--- src/hdl/tcw_pkg.sv ---
// Shared types and constants of the text console writer.
package tcw_pkg;

    // Fixed port widths
    localparam int CHAR_W  = 8;
    localparam int ATTR_W  = 8;
    localparam int INDEX_W = 11;
    localparam int OCOL_W  = 7;
    localparam int OROW_W  = 5;

    localparam logic [CHAR_W-1:0] NEWLINE_CODE = 8'h0A;
    localparam logic [CHAR_W-1:0] BLANK_CODE   = 8'h20;
    localparam logic [ATTR_W-1:0] RESET_ATTR   = 8'h07;

    // Command queue between front and back
    localparam int QUEUE_DEPTH = 2;

    typedef enum logic [1:0] {
        CMD_PUT,
        CMD_NEWLINE,
        CMD_READ
    } t_cmd_kind;

    typedef struct packed {
        t_cmd_kind          kind;
        logic [CHAR_W-1:0]  char_code;
        logic [INDEX_W-1:0] cell_index;
    } t_cmd;

    typedef enum logic [2:0] {
        S_CLEAR,
        S_IDLE,
        S_ADDR,
        S_ACCESS,
        S_SCROLL,
        S_DONE
    } t_state;

endpackage

--- src/hdl/tcw_front.sv ---
// Front end: classifies incoming words and queues them for the back end.
module tcw_front (
    input  logic                         i_clk,
    input  logic                         i_rst_n,
    input  logic                         i_push,
    input  logic                         i_operation,
    input  logic [tcw_pkg::CHAR_W-1:0]   i_char_code,
    input  logic [tcw_pkg::INDEX_W-1:0]  i_cell_index,
    input  logic                         i_pop,
    output logic                         o_full,
    output logic                         o_cmd_valid,
    output tcw_pkg::t_cmd                o_cmd
);

    localparam int PW = $clog2(tcw_pkg::QUEUE_DEPTH);
    localparam int NW = $clog2(tcw_pkg::QUEUE_DEPTH + 1);

    tcw_pkg::t_cmd r_q [tcw_pkg::QUEUE_DEPTH];
    logic [PW-1:0] r_wp, n_wp;
    logic [PW-1:0] r_rp, n_rp;
    logic [NW-1:0] r_count, n_count;
    tcw_pkg::t_cmd cmd_in;

    // Classify: read, newline or character put
    always_comb begin
        cmd_in.char_code  = i_char_code;
        cmd_in.cell_index = i_cell_index;
        if (i_operation) begin
            cmd_in.kind = tcw_pkg::CMD_READ;
        end else if (i_char_code == tcw_pkg::NEWLINE_CODE) begin
            cmd_in.kind = tcw_pkg::CMD_NEWLINE;
        end else begin
            cmd_in.kind = tcw_pkg::CMD_PUT;
        end
    end

    always_comb begin
        n_wp    = i_push ? r_wp + 1'b1 : r_wp;
        n_rp    = i_pop  ? r_rp + 1'b1 : r_rp;
        n_count = r_count + NW'(i_push) - NW'(i_pop);
    end

    always_ff @(posedge i_clk) begin
        if (!i_rst_n) begin
            r_wp    <= '0;
            r_rp    <= '0;
            r_count <= '0;
        end else begin
            r_wp    <= n_wp;
            r_rp    <= n_rp;
            r_count <= n_count;
        end
    end

    always_ff @(posedge i_clk) begin
        if (i_push) begin
            r_q[r_wp] <= cmd_in;
        end
    end

    assign o_full      = (r_count == NW'(tcw_pkg::QUEUE_DEPTH));
    assign o_cmd_valid = (r_count != '0);
    assign o_cmd       = r_q[r_rp];

    a_no_overflow: assert property (@(posedge i_clk) disable iff (!i_rst_n)
        i_push |-> (r_count < NW'(tcw_pkg::QUEUE_DEPTH)))
        else $error("push into full command queue");

    a_no_underflow: assert property (@(posedge i_clk) disable iff (!i_rst_n)
        i_pop |-> (r_count != '0))
        else $error("pop from empty command queue");

endmodule

--- config.mk ---
export PLATFORM = sky130hd
export DESIGN_NAME = tcw_front
export DESIGN_NICKNAME = d
export VERILOG_FILES = /design/src/hdl/tcw_pkg.sv /design/src/hdl/tcw_front.sv
export SDC_FILE = /design/constraint.sdc
export NUM_CORES = 1
export LEC_CHECK = 0
export BUFFER_PORTS_ARGS = -buffer_cell sky130_fd_sc_hd__buf_2
export CORE_ASPECT_RATIO = 0.7
export CORE_MARGIN = 1
export CORE_UTILIZATION = 45
export CTS_CLUSTER_DIAMETER = 200
export DETAILED_ROUTE_END_ITERATION = 8
export HOLD_SLACK_MARGIN = 0.1
export PLACE_DENSITY = 0.69
export SETUP_SLACK_MARGIN = 0.15
export SLEW_MARGIN = 5
export SYNTH_ARGS = -nofsm -noshare
export SYNTH_HDL_FRONTEND = slang
export SYNTH_SLANG_ARGS = --single-unit
--- constraint.sdc ---
create_clock -name i_clk -period 5.6 [get_ports i_clk]
set_clock_uncertainty 0.15 [all_clocks]
set_input_delay 0.28 -clock i_clk [delete_from_list [all_inputs] [get_ports i_clk]]
set_output_delay 0.28 -clock i_clk [all_outputs]
set_load 0.005 [all_outputs]
# --- Word-level counts from Yosys, hierarchy flattened ---
# Memories as Yosys holds them, arrays and structs flattened. A register that Yosys moved wholly into a read port is not among the register bits.
# Cells that the tools add are included.
op_classes:
  n_addsub: 4
  n_eq_ne: 2
  muxes: 6
  n_reduce_logical: 1
op_table:
  columns: ["cell", "n"]
  rows:
  - ["$eq 8x4->1 const B", 1]
  - ["$mux 1", 5]
  - ["$add 1x1->1 const B", 2]
  - ["$add 2x1->2", 1]
  - ["$eq 2x2->1 const B", 1]
  - ["$mux 2", 1]
  - ["$reduce_bool 2->1", 1]
  - ["$sub 2x1->2", 1]
totals:
  ff_bits: 4
  mem_bits_rw: 42
  input_bits: 24
  output_inout_bits: 23
  word_cells: 17
  memories: 1
memory_table:
  columns: ["memory", "depth", "width", "rd", "rd_clocked_by_memory_dff", "write_ports", "line", "rtl"]
  rows:
  - ["r_q", 2, 21, 1, 1, 1, "tcw_front.sv:18", "tcw_pkg::t_cmd r_q [tcw_pkg::QUEUE_DEPTH];"]

# --- Depth between registers and ports, before layout ---
depth:
  word_depth: 3
  ltp_mapped: 6
  depth_no_buf: 6

# --- Worst setup path after synthesis ---
# OpenSTA, ideal clock, no wires.
synth_timing:
  path_kind: "reg-to-reg"
  from: "register r_wp"
  to: "memory r_q[0][0] (netlist name), enable pin"
  setup_time_ps: 403
  t_arrival_ps: 1296
  required_time_ps: 5047
  slack_ps: 3751
  stages_incl_launch_ff: 2
  path_buffers: 0
  period_less_slack_ps: 1849
  cell_sequence: "dfxtp_1 nor2b_1"
synth_rtl:
  columns: ["element", "line", "rtl"]
  rows:
  - ["start: declaration", "tcw_front.sv:19", "logic [PW-1:0] r_wp, n_wp;"]
  - ["start signal: assignment", "tcw_front.sv:49", "r_wp <= n_wp;"]
  - ["end: declaration", "tcw_front.sv:18", null]
# Straight into the memory's write port.

==> impl_results.md <==
* Met3 routed WL at 150 µm
* Final hold violations at 0
* DRC errors left at 0
* Post-Place Cells at 186
* All-Layer GR Usage at 15.8%
* First-pass GRT wire length at 4860 µm
* Critical path arrival at 1450 ps
* Crit path time final at 1880 ps
* Worst Path Max Fanout at 21
* Routed WL at 3020 µm
* Slew @ Worst Pin at 1090 ps
* Status: complete, no violations
* Number of global-route vias before repair at 996
* DR vias/cell at 4.54
* Placeable core area at 0.00392 mm²
* Most frequent cells in the layout: buf_2, edfxtp_1, dlygate4sd3_1
* Final setup viols at 0
* Wl on met1 at 1330 µm
* Placed Area at 0.00213 mm²
* H-tree depth at 2
* Endpoint class of the critical path: output port
* IO Pins at 47
* Yosys top cell by area: edfxtp_1
* Clk slew on worst S/H paths at 80 ps
* Commonest non-fill, non-tap cell in the layout: buf_2
* DP HPWL at 1860 µm
* WHS at 186 ps
* RSZ-0062 raised after global routing: false
* Cell variety after synth at 16
* Share of cells above drive strength 1 at 45.4%
* F_max at 0.532 GHz
* Largest net degree at the start of global routing at 23
* Post-CTS resize count at 0
* Die width at 78.6 µm
* Clk root buf: clkbuf_8
* CTS buffer count at 5
* Hold crit path type: input pin to register
* Leak at 0.982 nW
* Mapped Nets at 115
* Post-synthesis sequential area ratio at 73.7%
* Clock sinks at 47
* #FFs+latches synth at 47
* Worst slew margin at 27.0%
* Antenna diode count at 0
* Remaining global-route overflow at 0
* Highest routed layer: met4
* CTS tree: built
* Die span in y at 55.6 µm
* Initial Util at 47.1%
* Nets at 188
* CP required at 5170 ps
* CP Launch Type: register
* Post-route cell area at 0.00242 mm²
* Final Max Slew Viols at 0
* Avg WL per Cell at 14.1 µm
* Vias post-DR at 976
* Average size of a mapped cell at 20.8 µm²
* Synth top area share at 68.3%
* Post-DRT Antenna Nets at 0
* Total Die Area at 0.00437 mm²
* Met2 routed WL at 1500 µm
* Initial DRC Count at 29
* Critical path class: register to output port
* Mapped Cells at 89
* Fill cells at 315
* Final core area utilization at 61.7%
* Worst-Skew Late Latency at 290 ps
* Post-Layout Cell Count at 215
* Max Cap Violations at 0
* I/O Buffers at 46
* Antenna violations before repair at 0
* Final worst path period share at 33.6%
* CTS max path bufs at 2
* Drt pass-1 iters at 4
* Multi-input logic area at 458 µm²
* Final Wtd Congestion at 0.669
* Mapped cell area at 0.00185 mm²
* Setup Buffers After CTS at 0
* Synth area leaders: edfxtp_1, mux2_4, dfxtp_1
* Num rows at 19
* Worst VDD drop at 0.160 mV
* Pwr/cell area at 294 mW/mm²
* Layout area overhead at 31.1%
* Register area at 0.00136 mm²
* Fin Setup TNS at 0 ps
* Synth Warn # at 0
-- worst max-delay path, cell delays in order, from the launching register on --
cell	delay, ps
dfxtp_1	310
buf_4	340
mux2_1	370
buf_2	130
-- sequential cells by signal, summed over array words and instances (netlist names), named ones only --
name     flops
r_wp         1
r_q         42
r_rp         1
r_count      2
-- worst paths after layout --
check | from | end | slack, ps | cells after the start
max | register | o_cmd[6] | 3720 | 3
min | i_push | r_wp$_SDFFE_PN0P_ | 190 | 3
min reg2reg | r_rp$_SDFFE_PN0P_ | r_rp$_SDFFE_PN0P_ | 440 | 2
max reg2reg | r_wp$_SDFFE_PN0P_ | r_q[1][1]$_DFFE_PP_ | 3880 | 1
-- stage by stage --
| stage | power [mW] | worst slack [ps] |
|---|---|---|
| final | 0.712 | 3720 |
| after global routing | 0.747 | 3660 |
| after CTS | 0.718 | 3690 |
| after detailed placement | 0.518 | 3770 |
| after global placement | 0.513 | 3790 |
| after floorplan | 0.480 | 3750 |
-- where the power goes --
part           switching, mW  internal (mW)  total [mW]
combinational         0.0424         0.0659       0.108
sequential           0.00728          0.404       0.412
clock                  0.104         0.0877       0.192
-- cell usage after synthesis --
master    number
nor3b_1        1
or2_1          1
edfxtp_1      42
ha_1           2
buf_6          2
nor4_1         1
nor2b_1        4
inv_1          2
and2_1         4
mux2_4        20
dfxtp_1        5
o21a_1         1
xor2_1         1
xnor3_1        1
mux2_1         1
and4b_1        1
-- kinds of logic after synthesis --
kind of cell	synth area share, %
AO/OA/AOI/OAI	0.407
XOR/XNOR	1.69
adder cells (fa/ha/maj)	1.35
buffers and inverters	1.63
flip-flops	73.7
multiplexers	16.9
AND/OR/NAND/NOR	4.34
-- final cells by class --
type / count / area share, %
clock buffers: 7 / 3.15
clock inverters: 1 / 0.207
inverters: 2 / 0.310
multi-input cells: 38 / 18.9
flip-flops and latches: 47 / 56.2
well taps: 52 / 2.69
repair buffers: 68 / 18.5
-- what timing repair did --
action / CTS / global route
endpoints found under the setup margin: 0 / 0
hold endpoints to repair: 44 / 0
hold buffers: 21 / 0
-- metal layers --
metal  track usage (%)  vias up
met5                 0        -
met4              6.35        0
met3              6.39        5
met2              25.0       34
met1              19.4      456
li1                  -      481
No activity file was read; power rests on OpenSTA's default activity.
